## src/design/aol_pkg.sv

```systemverilog
`default_nettype none

package aol_pkg;

  localparam int unsigned ITEM_W = 16;
  localparam int unsigned COST_W = 24;
  localparam int unsigned F_W    = COST_W + 1;
  localparam int unsigned HELD_W = 7;

  typedef enum logic [1:0] {
    OP_PUSH   = 2'd0,
    OP_POP    = 2'd1,
    OP_CHECK  = 2'd2,
    OP_REMOVE = 2'd3
  } op_e;

  typedef enum logic [1:0] {
    STAT_OK    = 2'd0,
    STAT_EMPTY = 2'd1,
    STAT_FULL  = 2'd2,
    STAT_MISS  = 2'd3
  } status_e;

  typedef struct packed {
    op_e               operation;
    logic [ITEM_W-1:0] item_id;
    logic [ITEM_W-1:0] parent_id;
    logic [COST_W-1:0] g_cost;
    logic [COST_W-1:0] h_cost;
  } in_item_t;

  typedef struct packed {
    status_e           status;
    logic [ITEM_W-1:0] out_item;
    logic [ITEM_W-1:0] out_parent;
    logic [COST_W-1:0] out_g;
    logic [COST_W-1:0] out_h;
    logic [F_W-1:0]    out_f;
    logic [HELD_W-1:0] entries_held;
  } out_item_t;

  typedef struct packed {
    logic [ITEM_W-1:0] item;
    logic [ITEM_W-1:0] parent;
    logic [COST_W-1:0] g;
    logic [COST_W-1:0] h;
    logic [F_W-1:0]    f;
  } entry_t;

  typedef struct packed {
    logic cmp;
    logic pop;
    logic ins;
    logic del;
  } cell_ctrl_t;

endpackage

`default_nettype wire

```

## src/design/aol_cell.sv

```systemverilog
`default_nettype none

module aol_cell
  import aol_pkg::*;
(
  input  logic       clk_i,
  input  logic       rst_ni,
  input  cell_ctrl_t ctrl_i,
  input  entry_t     req_i,
  input  logic       head_i,
  input  entry_t     prev_entry_i,
  input  logic       prev_valid_i,
  input  logic       prev_le_i,
  input  entry_t     next_entry_i,
  input  logic       next_valid_i,
  input  logic       seen_i,
  output entry_t     entry_o,
  output logic       valid_o,
  output logic       le_o,
  output logic       hit_o
);

  entry_t entry_q;
  logic   valid_q, le_q, hit_q;
  logic   le_d, hit_d;

  assign le_d  = valid_q && (entry_q.f <= req_i.f);
  assign hit_d = valid_q && (ctrl_i.pop ? head_i : (entry_q.item == req_i.item));

  always_ff @(posedge clk_i or negedge rst_ni) begin
    if (!rst_ni) begin
      valid_q <= 1'b0;
      le_q    <= 1'b0;
      hit_q   <= 1'b0;
    end else begin
      if (ctrl_i.cmp) begin
        le_q  <= le_d;
        hit_q <= hit_d;
      end
      if (ctrl_i.ins) begin
        valid_q <= prev_valid_i;
      end else if (ctrl_i.del && seen_i) begin
        valid_q <= next_valid_i;
      end
    end
  end

  // shift toward the tail on insert, toward the head on drop
  always_ff @(posedge clk_i) begin
    if (ctrl_i.ins && !le_q) begin
      entry_q <= prev_le_i ? req_i : prev_entry_i;
    end else if (ctrl_i.del && seen_i) begin
      entry_q <= next_entry_i;
    end
  end

  assign entry_o = entry_q;
  assign valid_o = valid_q;
  assign le_o    = le_q;
  assign hit_o   = hit_q;

endmodule

`default_nettype wire

```

## config.mk

```make
export PLATFORM = sky130hd
export DESIGN_NAME = aol_cell
export DESIGN_NICKNAME = d
export VERILOG_FILES = /design/src/design/aol_pkg.sv /design/src/design/aol_cell.sv
export SDC_FILE = /design/constraint.sdc
export NUM_CORES = 1
export LEC_CHECK = 0
export ABC_AREA = 1
export BUFFER_PORTS_ARGS = -buffer_cell sky130_fd_sc_hd__buf_2
export CORE_AREA = 2 2 169 171
export DETAILED_ROUTE_END_ITERATION = 10
export DIE_AREA = 0 0 171 173
export PLACE_DENSITY = 0.5
export SYNTH_ARGS = -nofsm -noshare
export SYNTH_HDL_FRONTEND = slang
export SYNTH_SLANG_ARGS = --single-unit
```

## constraint.sdc

```tcl
create_clock -name clk_i -period 4.78 [get_ports clk_i]
set_input_delay 0.478 -clock clk_i [delete_from_list [all_inputs] [get_ports clk_i]]
set_output_delay 0.478 -clock clk_i [all_outputs]
set_load 0.01 [all_outputs]
```

==> impl_summary.md, run 1 <==
Routing
The routed via count divided by cell count is 4.38. The antenna violation net count after detailed routing is 0. The routed layout has 6760 vias.

The remaining design rule violation count is 0. The average routed wire per standard cell is 16.7 µm. The total wire length after detailed routing is 25.7 mm. The initial DRC count is 325. For this run, the detailed router's first-pass iteration total came to 4.

Synth
The synthesized instance count is 751. The number of synthesized register bits is 108. The Yosys step of the flow raised 0 warnings. The sequential fraction of the synthesis area is 50.9%.

The area of the mapped netlist is 0.00634 mm². The mean instance size in the synthesized netlist is 8.44 µm². Synthesis produced a netlist with a net count of 1102. The number of distinct standard cells referenced by the synthesized netlist is 24.

Cells and area
The final instance area is 0.00907 mm². The library cell used most frequently in the layout, excluding fill and tap cells, is sky130_fd_sc_hd__buf_2. The finished layout holds 1542 standard cells, fillers aside. The library cells used most frequently in the layout, excluding fill and tap cells, are sky130_fd_sc_hd__buf_2, sky130_fd_sc_hd__o21ai_0, sky130_fd_sc_hd__nand2_1. Relative to the synthesized area, the layout overhead comes to 43.1%. The final layout net count is 1510. Of the cells placed in the final design, the portion with a size suffix greater than 1 is 39.6%.

Placement
The instance area after placement is 0.00879 mm². The post-detailed-placement half-perimeter wirelength is 20.2 mm. Including well taps, the total number of placed cells is 1525. The placer congestion estimate is 0.862. In this run the tool buffered the top-level ports with 433 buffer cells.

Timing
Setup repair after global routing left no endpoint under its margin. The count of pins over their slew limit is 0. The clock period could shrink to 2.20 ns. Clock skew on the completed layout was measured at 0.0104 ns.

At the pin with the least slew margin, the transition time is 0.837 ns. The final critical path takes up 46.0% of the cycle. Setup violations remaining at the end of the flow were counted as 0.

Summed over all failing endpoints, the final setup total negative slack is 0 ns. The final-report hold violation count came to 0. Headroom to the max-slew limit came out at 44.2%. Static timing analysis puts the maximum clock frequency at 0.454 GHz.

Global route
The first global-routing pass estimated 37.9 mm of wire. The total overflow left after global routing is 0. The total track usage is 16.8%.

The number of global-route vias before repair is 6756. The initial antenna violation count is 6. Entering global routing, the biggest net connects 75 pins.

Floorplanning
The floorplan die area is 0.0296 mm². The initial cell density of the core is 22.9%. In this run the core area contains 61 standard-cell rows. The floorplan die width is 171 µm. In this run the vertical extent of the chip is 173 µm.

The area of the core is 0.0276 mm². During I/O placement, the number of pins put on the boundary was 434.

Critical path
The kind of cell with the highest combined delay on the critical path is buffers and inverters. The buffer and inverter count on the worst path is 2. Tracing the worst setup path back leads to its startpoint at le_o$_DFFE_PN0P_. For the worst flop-to-flop path, the logic depth is 4.

Traced cell by cell, the critical path runs through nor2_4 > inv_4 > nand2_4 > buf_4. The arrival time at the worst endpoint is 2.20 ns. At the worst endpoint, the required time is 4.78 ns. STA classifies the critical path endpoint as a flop. The stage delay of the slowest cell on the critical path is 0.53 ns.

The cell depth of the worst setup path is 4. The worst-path cell with the longest stage delay is sky130_fd_sc_hd__nand2_4. The maximum net fanout on the critical path is 49. STA classifies the critical path startpoint as a flop. The classification of the worst setup path is reg2reg. The reg-to-reg critical path startpoint is le_o$_DFFE_PN0P_.

Pwr
The total power consumption of the routed design is 2800 µW. For this design the static power due to leakage is 0.00436 µW. The power per unit of standard cell area is 308 mW/mm².

The worst ir drop on vdd is 0.125 mV.

Clocking
The tree is rooted in a sky130_fd_sc_hd__clkbuf_16. The number of clock buffers added by TritonCTS is 9. Clock-pin slew was measured on the worst setup and hold paths at 0.07 ns. In this run the deepest clock path goes through 2 buffers. The post-CTS setup buffer count is 0.

The number of sinks driven by the clock tree is 108. The H-tree generated during clock tree synthesis spans 3 levels. The clock tree from TritonCTS is done.

The clock latency on the worst-skew pair is 0.35 ns.

Flow run
The count of maximum capacitance violations is 0.

Min path
The min-delay analysis places its worst path in the category in2reg. The source of the worst hold timing path is prev_valid_i. The number of cells on the worst hold path is 3.

Status
The run finished with clean final reports.
## logic make-up (layout without fill, tap and decap cells)
group,Yosys count,count (layout),synth area share [%]
xor+xnor,14,14,1.93
fa+ha+maj,25,25,4.93
other cells,0,2,0
buf+inv,91,502,6.81
simple gates,291,291,17.8
compound gates,222,222,17.6
flops,108,108,50.9
## tightest hold or removal path, stage by stage
cell and delay [ns]:
sky130_fd_sc_hd__buf_2 0.08, sky130_fd_sc_hd__nand2_1 0.04, sky130_fd_sc_hd__o21ai_0 0.08
## area by class of cell
class / instances / area [µm²]
clock inverters: 5 / 37.5
well taps: 378 / 473
flip-flops and latches: 108 / 3230
clock buffers: 9 / 225
fillers: 3089 / 18600
inverters: 47 / 181
repair buffers: 441 / 2230
diodes: 2 / 5.00
multi-input cells: 552 / 2690
## flip-flops by register name, summed over array words and instances, names as in the netlist
signal	count
entry_o	105
valid_o	1
hit_o	1
le_o	1
## cell usage after synthesis
cell type / instances / area, µm²
sky130_fd_sc_hd__a21o_1: 1 / 7.51
sky130_fd_sc_hd__a21oi_1: 8 / 40.0
sky130_fd_sc_hd__buf_2: 14 / 70.1
sky130_fd_sc_hd__buf_6: 9 / 101
sky130_fd_sc_hd__clkbuf_1: 17 / 63.8
sky130_fd_sc_hd__clkbuf_2: 4 / 20.0
sky130_fd_sc_hd__dfrtp_1: 3 / 75.1
sky130_fd_sc_hd__edfxtp_1: 105 / 3150
sky130_fd_sc_hd__ha_1: 25 / 313
sky130_fd_sc_hd__inv_1: 44 / 165
sky130_fd_sc_hd__inv_2: 3 / 11.3
sky130_fd_sc_hd__nand2_1: 154 / 578
sky130_fd_sc_hd__nand3_1: 6 / 30.0
sky130_fd_sc_hd__nand3b_1: 1 / 7.51
sky130_fd_sc_hd__nand4_1: 4 / 25.0
sky130_fd_sc_hd__nor2_1: 120 / 450
sky130_fd_sc_hd__nor2_4: 1 / 11.3
sky130_fd_sc_hd__nor3_1: 2 / 10.0
sky130_fd_sc_hd__nor4_1: 2 / 12.5
sky130_fd_sc_hd__o21ai_0: 163 / 816
sky130_fd_sc_hd__o21ai_1: 50 / 250
sky130_fd_sc_hd__or2_2: 1 / 6.26
sky130_fd_sc_hd__xnor2_1: 11 / 96.3
sky130_fd_sc_hd__xor2_1: 3 / 26.3
## worst paths after layout
check / end / slack (ns)
max: entry_o[68]$_DFFE_PP_ / 2.58
max reg2reg: entry_o[68]$_DFFE_PP_ / 2.58
min in group asynchronous: valid_o$_DFFE_PN0P_ / 0.47
max in group asynchronous: le_o$_DFFE_PN0P_ / 4.20
min: valid_o$_DFFE_PN0P_ / 0.38
min reg2reg: hit_o$_DFFE_PN0P_ / 0.48
## layer usage
metal | track usage [%] | share of wire [%] | vias to the layer above
met2 | 29.7 | 50 | 262
li1 | - | - | 3361
met1 | 20.4 | 41 | 3098
met5 | 0 | 0.10 | -
met4 | 4.84 | 1.9 | 4
met3 | 3.59 | 6.6 | 35
## report_power, final
| part | total, µW | internal, µW | switching, µW |
|---|---|---|---|
| Clock | 710 | 352 | 358 |
| Sequential | 1280 | 1220 | 58.9 |
| Combinational | 804 | 317 | 487 |
| Total | 2800 | 1890 | 904 |
## what timing repair did
| action | in CTS | in global routing |
|---|---|---|
| resized for setup | 0 | 0 |
| hold endpoints to repair | 3 | 0 |
| hold buffers | 1 | 0 |
## per-stage QoR
step | util, % | setup slack (ns) | hold WS [ns]
floorplan | - | 1.03 | 0.182
global placement | 31.8 | 2.35 | 0.281
detailed placement | 31.8 | 2.28 | 0.278
CTS | 32.8 | 2.51 | 0.349
global route | 32.8 | 2.38 | 0.380
finish | 32.8 | 2.58 | 0.376
Note: power is estimated with default switching activity, not from simulation.
==> run 2, diff against run 1 <==
==> config.mk (replaced) <==
export PLATFORM = sky130hd
export DESIGN_NAME = aol_cell
export DESIGN_NICKNAME = d
export VERILOG_FILES = /design/src/design/aol_pkg.sv /design/src/design/aol_cell.sv
export SDC_FILE = /design/constraint.sdc
export NUM_CORES = 1
export LEC_CHECK = 0
export ABC_AREA = 0
export BUFFER_PORTS_ARGS = -buffer_cell sky130_fd_sc_hd__buf_2
export CORE_AREA = 2 2 168 170
export DETAILED_ROUTE_END_ITERATION = 10
export DIE_AREA = 0 0 170 172
export PLACE_DENSITY = 0.51
export SYNTH_ARGS = -nofsm -noshare
export SYNTH_HDL_FRONTEND = slang
export SYNTH_SLANG_ARGS = --single-unit
==> constraint.sdc (replaced) <==
create_clock -name clk_i -period 2.2 [get_ports clk_i]
set_input_delay 0.22 -clock clk_i [delete_from_list [all_inputs] [get_ports clk_i]]
set_output_delay 0.22 -clock clk_i [all_outputs]
set_load 0.01 [all_outputs]
==> impl_summary.md, run 2 <==
Floorplanning
The initial cell density of the core is 22.9% (about the same). The area of the core is 0.0275 mm² (-0.55%). The number of ports placed on the die boundary came to 434 (unchanged). The floorplan row count is 61 (unchanged). The die span in y came to 172 µm (-0.58%). The floorplan die area is 0.0292 mm² (-1.2%). The floorplan die width is 170 µm (-0.58%).

Routing
The remaining design rule violation count came to 0 (unchanged). The vias after detailed routing is 5717 (-15%). The antenna violation net count after detailed routing is 0 (unchanged). The average routed wire per standard cell was 15.8 µm (-5.2%). The total wire length after detailed routing is 21.5 mm (-17%). The routed via count divided by cell count is 4.21 (-4.0%). The initial DRC count is 237 (-27%). The detailed-router iteration count before antenna repair is 7 (+3).

Pwr
The worst ir drop on vdd is 0.351 mV (+180%). The reported leakage power is 0.00459 µW (+5.4%). The power per unit of standard cell area came to 664 mW/mm² (+120%).

The sequential fraction of design power was 44.8% (-1.1 points). The fraction of power consumed by combinational cells is 27.5% (-1.3 points). The clock share of power is 27.7% (+2.3 points). The switching power of the nets is 1860 µW (+110%). The switching part of the total was 30.3% (-2.0 points). The internal power of the cells is 4280 µW (+130%).

Synth
The prevailing post-synth register cell is sky130_fd_sc_hd__edfxtp_1. Of all cell types, the one taking the most synthesized area is sky130_fd_sc_hd__edfxtp_1. The area of the mapped netlist is 0.00630 mm² (-0.57%). The number of synthesized register bits is 108 (unchanged). The warning count from the yosys run is 0 (unchanged). Yosys instantiated no cell more often than sky130_fd_sc_hd__nand2_1. The number of nets produced by synthesis came to 932 (-15%). The fraction of registers with async set/reset is 2.78% (unchanged). The mean instance size in the synthesized netlist was 10.8 µm² (+29%). The number of distinct standard cells referenced by the synthesized netlist was 31 (+29%). The synthesized instance count is 581 (-23%). In the post-synthesis netlist, the biggest area contributors are sky130_fd_sc_hd__edfxtp_1, sky130_fd_sc_hd__mux2i_1, sky130_fd_sc_hd__nand2_1, sky130_fd_sc_hd__o21ai_0, sky130_fd_sc_hd__ha_1. The number of enable-type register cells in the synthesized netlist is 105 (unchanged). The area share of the largest cell type after synthesis was 50.0% (+0.29 points). Counting instances in the post-synthesis netlist gives the leading cell types as sky130_fd_sc_hd__nand2_1, sky130_fd_sc_hd__mux2i_1, sky130_fd_sc_hd__edfxtp_1, sky130_fd_sc_hd__o21ai_0, sky130_fd_sc_hd__o21ai_1. The sequential fraction of the synthesis area was 51.2% (+0.29 points).

Critical path
The classification of the worst setup path is reg2reg. The stage delay of the slowest cell on the critical path came to 0.45 ns (-0.08 ns). The number of cells traversed by the worst register-to-register path is 5 (+1). The worst register-to-register path ends at le_o$_DFFE_PN0P_. The kind of cell with the highest combined delay on the critical path is simple AND/OR/NAND/NOR gates. The kind of end point of the critical path is a flop. The slack of the worst reg-to-reg path is 0.43 ns (-2.15 ns). The arrival time at the worst endpoint is 2.00 ns (-0.20 ns). The data required time at the worst endpoint was 2.43 ns (-2.35 ns). The buffer and inverter count on the worst path is 0 (-2). The worst setup path is launched from a flop. The critical path goes through ha_1 > nand4_1 > nor4_2 > o41a_1 > o21ai_1. The most critical setup path has its startpoint at entry_o[23]$_DFFE_PP_.

The maximum net fanout on the critical path came to 4 (-92%). The startpoint identified for the worst register-to-register timing path is entry_o[23]$_DFFE_PP_. Among all stages on the critical path, the largest delay is contributed by sky130_fd_sc_hd__nor4_2.

Timing
The relative slew slack came to 70.2% (+26 points). The minimum clock period came to 1.77 ns (-0.428 ns). The highest clock rate is 0.564 GHz (+24%). The tightest hold margin was 0.0798 ns (-0.296 ns). The transition at the pin with the smallest max-transition slack is 0.443 ns (-0.394 ns). The accumulated negative setup slack was 0 ns (unchanged). The final worst setup slack is 0.427 ns (-2.15 ns). Setup repair after global routing left no endpoint under its margin.

The setup-violating endpoint count in the final report was 0 (unchanged). The final-report hold violation count is 0 (unchanged). The count of pins over their slew limit is 0 (unchanged). The worst setup skew after layout is 0.0156 ns (+0.00520 ns).

The final critical-path share of the clock period was 80.6% (+35 points).

Clocking
The clock latency on the worst-skew pair is 0.35 ns (about the same). The number of gates resized after CTS came to 0 (unchanged). The post-CTS setup buffer count is 0 (unchanged). The clock slew at the register clock pins of the worst setup and hold paths is 0.08 ns (about the same). The number of clock buffers inserted by TritonCTS came to 9 (unchanged). The quantity of hold-fixing buffers added after cts is 1 (unchanged). The H-tree depth reported by CTS was 3 (unchanged). TritonCTS built the clock tree. The deepest clock path buffer count is 2 (unchanged).

The number of sinks driven by the clock tree is 108 (unchanged). The cell at the root of the clock tree is sky130_fd_sc_hd__clkbuf_16.

Cells and area
The final instance area came to 0.00925 mm² (+1.9%). The number of antenna repair diodes came to 0 (-2). From synthesis to final layout, the design area changed by 46.7%. In the layout the commonest cells are sky130_fd_sc_hd__buf_2, sky130_fd_sc_hd__nand2_1, sky130_fd_sc_hd__mux2i_1. The number of inserted filler cells in the final layout was 2878 (-6.8%).

The commonest non-fill, non-tap cell in the layout is sky130_fd_sc_hd__buf_2. The layout cell share with drive strength beyond 1 is 46.4% (+6.9 points). The count of non-filler cells in the finished layout is 1358 (-12%). The final layout net count is 1358 (-10%).

The number of flip-flops under the largest register name came to 105 (unchanged).

Global route
The total congestion overflow came to 0 (unchanged). The number of global-route vias before repair is 5609 (-17%). The pin count of the biggest net entering global routing is 92 (+23%).

The global-route wire length before repair came to 30.7 mm (-19%). The initial antenna violation count is 0 (-6). The total track usage is 13.9% (-2.9 points).

Placement
The instance area after placement came to 0.00893 mm² (+1.6%). The number of cells in the design after placement came to 1341 (-12%). The post-detailed-placement half-perimeter wirelength was 17.9 mm (-11%). The worst setup slack after placement was 0.430 ns (-1.85 ns). The total of buffers placed on input and output ports came to 433 (unchanged). The placer congestion estimate was 0.824 (-4.5%).

Min path
The hold path endpoint is valid_o$_DFFE_PN0P_. The number of cells on the worst hold path is 3 (unchanged). The source of the worst hold timing path is prev_valid_i. The path class of the tightest hold or removal check is in2reg.

Status
The flow ran to the end, and the final reports show no timing, DRC or antenna violations.

Flow run
The count of maximum capacitance violations is 0 (unchanged).
## run 2: cell types whose count changed after synthesis, sizes merged, moves of 11 or more
| cell | delta |
|---|---|
| inv | -22 |
| clkbuf | -11 |
| nand2 | -41 |
| nor2 | -119 |
| mux2i | +107 |
| o21ai | -103 |
## run 2: area by class of cell
cell class / instances / area, µm² / area share [%]
inverter: 25 / 93.8 / 1.02
multi-input combinational: 413 / 2790 / 30.1
tap: 346 / 433 / 4.68
clock buffer: 10 / 229 / 2.48
sequential: 108 / 3230 / 34.9
timing repair buffer: 450 / 2400 / 26.0
clock inverter: 6 / 71.3 / 0.771
## run 2: metal layers
metal | part of all wire, % | vias to the layer above | track usage (%)
li1 | - | 2949 | -
met1 | 40 | 2493 | 16.3
met5 | 0 | - | 0
met2 | 51 | 261 | 25.2
met3 | 7.4 | 14 | 3.73
met4 | 1.2 | 0 | 3.34
## run 2: cell families (layout without fill, tap and decap cells)
family / count (synthesis) / in the layout / synth area share [%]
multiplexers: 107 / 107 / 17.0
adder cells (fa/ha/maj): 25 / 25 / 4.96
AND/OR/NAND/NOR: 138 / 138 / 9.03
AO/OA/AOI/OAI: 127 / 127 / 10.8
XOR/XNOR: 16 / 16 / 2.22
buffers and inverters: 60 / 491 / 4.82
flip-flops: 108 / 108 / 51.2
## run 2: worst max path at each step
stage / endpoint / slack [ns] / cells past startpoint
6_report: le_o$_DFFE_PN0P_ / 0.43 / 5
5_1_grt: le_o$_DFFE_PN0P_ / 0.29 / 6
4_1_cts: le_o$_DFFE_PN0P_ / 0.41 / 5
3_5_place_dp: le_o$_DFFE_PN0P_ / 0.43 / 5
3_3_place_gp: le_o$_DFFE_PN0P_ / 0.45 / 5
2_1_floorplan: entry_o[0]$_DFFE_PP_ / 0.03 / 5
## run 2: per-stage QoR
stage	power [µW]	utilization, %
finish	6140	33.6
CTS	6260	33.6
global route	6510	33.6
detailed placement	4530	32.5
global placement	4520	32.5
floorplan	3640	-
## run 2: worst reg2reg max path, delay by kind of cell (launching register included)
kind / cells / cell delay, ns
fa+ha+maj: 1 / 0.33
simple gates: 2 / 0.65
flops: 1 / 0.40
compound gates: 2 / 0.27
## run 2: power by group through the flow
| stage | registers [µW] | clock network, µW | logic, µW |
|---|---|---|---|
| 2_1_floorplan | 2950 | 0 | 692 |
| 3_3_place_gp | 2790 | 0 | 1730 |
| 3_5_place_dp | 2800 | 0 | 1720 |
| 4_1_cts | 2760 | 1770 | 1730 |
| 5_1_grt | 2790 | 1840 | 1880 |
| 6_report | 2750 | 1700 | 1690 |
==> run 3, diff against run 2 <==
--- a/config.mk
+++ b/config.mk
@@ -7,10 +7,10 @@
 export LEC_CHECK = 0
 export ABC_AREA = 0
 export BUFFER_PORTS_ARGS = -buffer_cell sky130_fd_sc_hd__buf_2
-export CORE_AREA = 2 2 168 170
+export CORE_AREA = 2 2 167 169
 export DETAILED_ROUTE_END_ITERATION = 10
-export DIE_AREA = 0 0 170 172
-export PLACE_DENSITY = 0.51
+export DIE_AREA = 0 0 169 171
+export PLACE_DENSITY = 0.53
 export SYNTH_ARGS = -nofsm -noshare
 export SYNTH_HDL_FRONTEND = slang
 export SYNTH_SLANG_ARGS = --single-unit
==> constraint.sdc (replaced) <==
create_clock -name clk_i -period 1.5 [get_ports clk_i]
set_input_delay 0.15 -clock clk_i [delete_from_list [all_inputs] [get_ports clk_i]]
set_output_delay 0.15 -clock clk_i [all_outputs]
set_load 0.01 [all_outputs]
==> impl_summary.md, run 3 (synthesis results as in run 2) <==
Clocking
The H-tree depth reported by CTS is 3 (unchanged). TritonCTS built the clock tree. The deepest clock path buffer count came to 2 (unchanged).

The cell at the root of the clock tree is sky130_fd_sc_hd__clkbuf_16. The clock latency on the worst-skew pair is 0.35 ns (about the same). The number of sinks driven by the clock tree is 108 (unchanged). The clock slew at the register clock pins of the worst setup and hold paths is 0.08 ns (about the same).

The number of clock buffers inserted by TritonCTS was 9 (unchanged).

Flow run
The count of maximum capacitance violations is 0 (unchanged).

Placement
The post-detailed-placement half-perimeter wirelength is 18.8 mm (+4.8%). The placer congestion estimate is 0.823 (-0.12%). The instance area after placement is 0.00936 mm² (+4.7%). The total of buffers placed on input and output ports is 433 (unchanged). The worst setup slack after placement is -0.153 ns (-0.584 ns).

Critical path
The data required time at the worst endpoint came to 1.73 ns (-0.70 ns). The critical path launch point type is a flop. The maximum net fanout on the critical path came to 3 (-1).

The buffer and inverter count on the worst path was 2 (+2). The slack of the worst reg-to-reg path is -0.19 ns (-0.62 ns). The cell family contributing the most delay on the critical path is flip-flops. The arrival time at the worst endpoint was 1.92 ns (-0.08 ns). The worst-path cell with the longest stage delay is sky130_fd_sc_hd__edfxtp_1. The kind of end point of the critical path is a flop. The stage delay of the slowest cell on the critical path is 0.40 ns (-0.05 ns).

The classification of the worst setup path is reg2reg. Walking the worst path, the cells encountered are ha_1 > nand4_1 > buf_4 > nor4_2 > buf_4 > o41a_1 > o21ai_1. The most prevalent standard cell on the critical path is sky130_fd_sc_hd__buf_4.

Timing
The final worst setup slack is -0.188 ns (-0.615 ns). The transition at the pin with the smallest max-transition slack is 0.457 ns (+0.0134 ns). The final critical-path share of the clock period was 113% (+32 points).

The minimum clock period came to 1.69 ns (-0.0848 ns). The final-report hold violation count is 0 (unchanged). The setup-violating endpoint count in the final report is 1 (+1). The relative slew slack came to 69.3% (-0.95 points). The highest clock rate is 0.592 GHz (+5.0%). The worst setup skew after layout is 0.0123 ns (-0.00330 ns). Setup repair after global routing could not meet its margin everywhere. The count of pins over their slew limit is 0 (unchanged).

Cells and area
The relative area change from synthesis to final layout is 53.6%. Leaving out fill and tap cells, the most frequent cells in the layout are sky130_fd_sc_hd__buf_2, sky130_fd_sc_hd__nand2_1, sky130_fd_sc_hd__mux2i_1. The layout cell share with drive strength beyond 1 is 49.5% (+3.0 points). The library cell used most frequently in the layout, excluding fill and tap cells, is sky130_fd_sc_hd__buf_2. The final layout net count is 1405 (+3.5%). The number of flip-flops under the largest register name is 105 (unchanged). The final instance area is 0.00968 mm² (+4.7%). The number of antenna repair diodes came to 0 (unchanged).

Min path
The classification of the worst-slack hold path is in2reg.

Routing
The total wire length after detailed routing came to 22.6 mm (+5.0%). The routed via count divided by cell count is 4.29 (+2.0%). The average routed wire per standard cell is 16.1 µm (+1.5%). The initial DRC count is 154 (-35%). The detailed-router iteration count before antenna repair was 4 (-3). The vias after detailed routing is 6034 (+5.5%).

The remaining design rule violation count came to 0 (unchanged). The antenna violation net count after detailed routing came to 0 (unchanged).

Floorplanning
The area of the core came to 0.0273 mm² (-0.56%). The initial cell density of the core is 23.1% (+0.13 points). The number of ports placed on the die boundary is 434 (unchanged).

The floorplan die width came to 169 µm (-0.59%). The floorplan row count is 61 (unchanged). The die span in y is 171 µm (-0.58%). The floorplan die area is 0.0289 mm² (-1.2%).

Pwr
The power per unit of standard cell area was 961 mW/mm² (+45%). The reported leakage power came to 0.00482 µW (+5.0%). The worst ir drop on vdd is 0.396 mV (+13%). The total power consumption of the routed design is 9300 µW (+51%).

Global route
The number of global-route vias before repair is 6028 (+7.5%). The initial antenna violation count is 0 (unchanged). The pin count of the biggest net entering global routing is 45 (-51%).

The global-route wire length before repair was 32.9 mm (+6.9%). The total track usage was 14.9% (+1.0 points). The total congestion overflow was 0 (unchanged).

Status
The checks that failed: setup timing. The flow ran to the end, but the final reports show violations.
## run 3: final cells by class
class	count	area [µm²]
clock inverter	7	75.1
clock buffer	9	225
timing repair buffer	497	2770
multi-input combinational	413	2860
inverter	25	93.8
tap	346	433
sequential	108	3230
fill	2860	17600
## run 3: power by group
part	switching (µW)	internal (µW)	total, µW
Clock	1210	1310	2520
Combinational	1460	1280	2740
Sequential	169	3880	4040
Total	2830	6470	9300
## run 3: metrics by stage
step | hold WS (ns) | util, % | instances | setup TNS (ns)
after floorplan | -0.146 | - | 581 | -27.09
after global placement | -0.0430 | 34.2 | 1387 | -0.182
after detailed placement | -0.0421 | 34.2 | 1387 | -0.183
after CTS | 0.0401 | 35.4 | 1404 | -0.168
after global routing | 0.0445 | 35.4 | 1405 | -0.357
final | 0.0568 | 35.4 | 1405 | -0.188
## run 3: path summary, 6_finish.rpt
| kind | start | end | cells after the start |
|---|---|---|---|
| setup / recovery | entry_o[22]$_DFFE_PP_ | le_o$_DFFE_PN0P_ | 7 |
| hold / removal | ctrl_i[3] | hit_o$_DFFE_PN0P_ | 2 |
| setup reg to reg | entry_o[22]$_DFFE_PP_ | le_o$_DFFE_PN0P_ | 7 |
| hold reg to reg | hit_o$_DFFE_PN0P_ | hit_o$_DFFE_PN0P_ | 2 |
| max in group asynchronous | rst_ni | le_o$_DFFE_PN0P_ | 2 |
| min in group asynchronous | rst_ni | hit_o$_DFFE_PN0P_ | 2 |
## run 3: repair_timing
item                                    4_1_cts  5_1_grt
endpoints found under the hold margin         3        0
pin swaps                                     2        1
gates resized for setup                       2        0
hold buffers                                  1        0
setup buffers                                 0        1
endpoints found under the setup margin        3        2
## run 3: worst register-to-register path: stages (launching register included)
cell                       delay [ns]
sky130_fd_sc_hd__edfxtp_1        0.40
sky130_fd_sc_hd__ha_1            0.31
sky130_fd_sc_hd__nand4_1         0.18
sky130_fd_sc_hd__buf_4           0.20
sky130_fd_sc_hd__nor4_2          0.13
sky130_fd_sc_hd__buf_4           0.16
sky130_fd_sc_hd__o41a_1          0.13
sky130_fd_sc_hd__o21ai_1         0.06
## run 3: routing by layer
metal  wire [µm]  up-vias  GRT usage (%)  share of wire (%)
li1            -     3044              -                  -
met1        9280     2730           18.2                 41
met2       11400      249           26.4                 51
met3        1640       11           4.05                7.3
met4         236        0           3.12                1.0
met5           0        -              0                  0
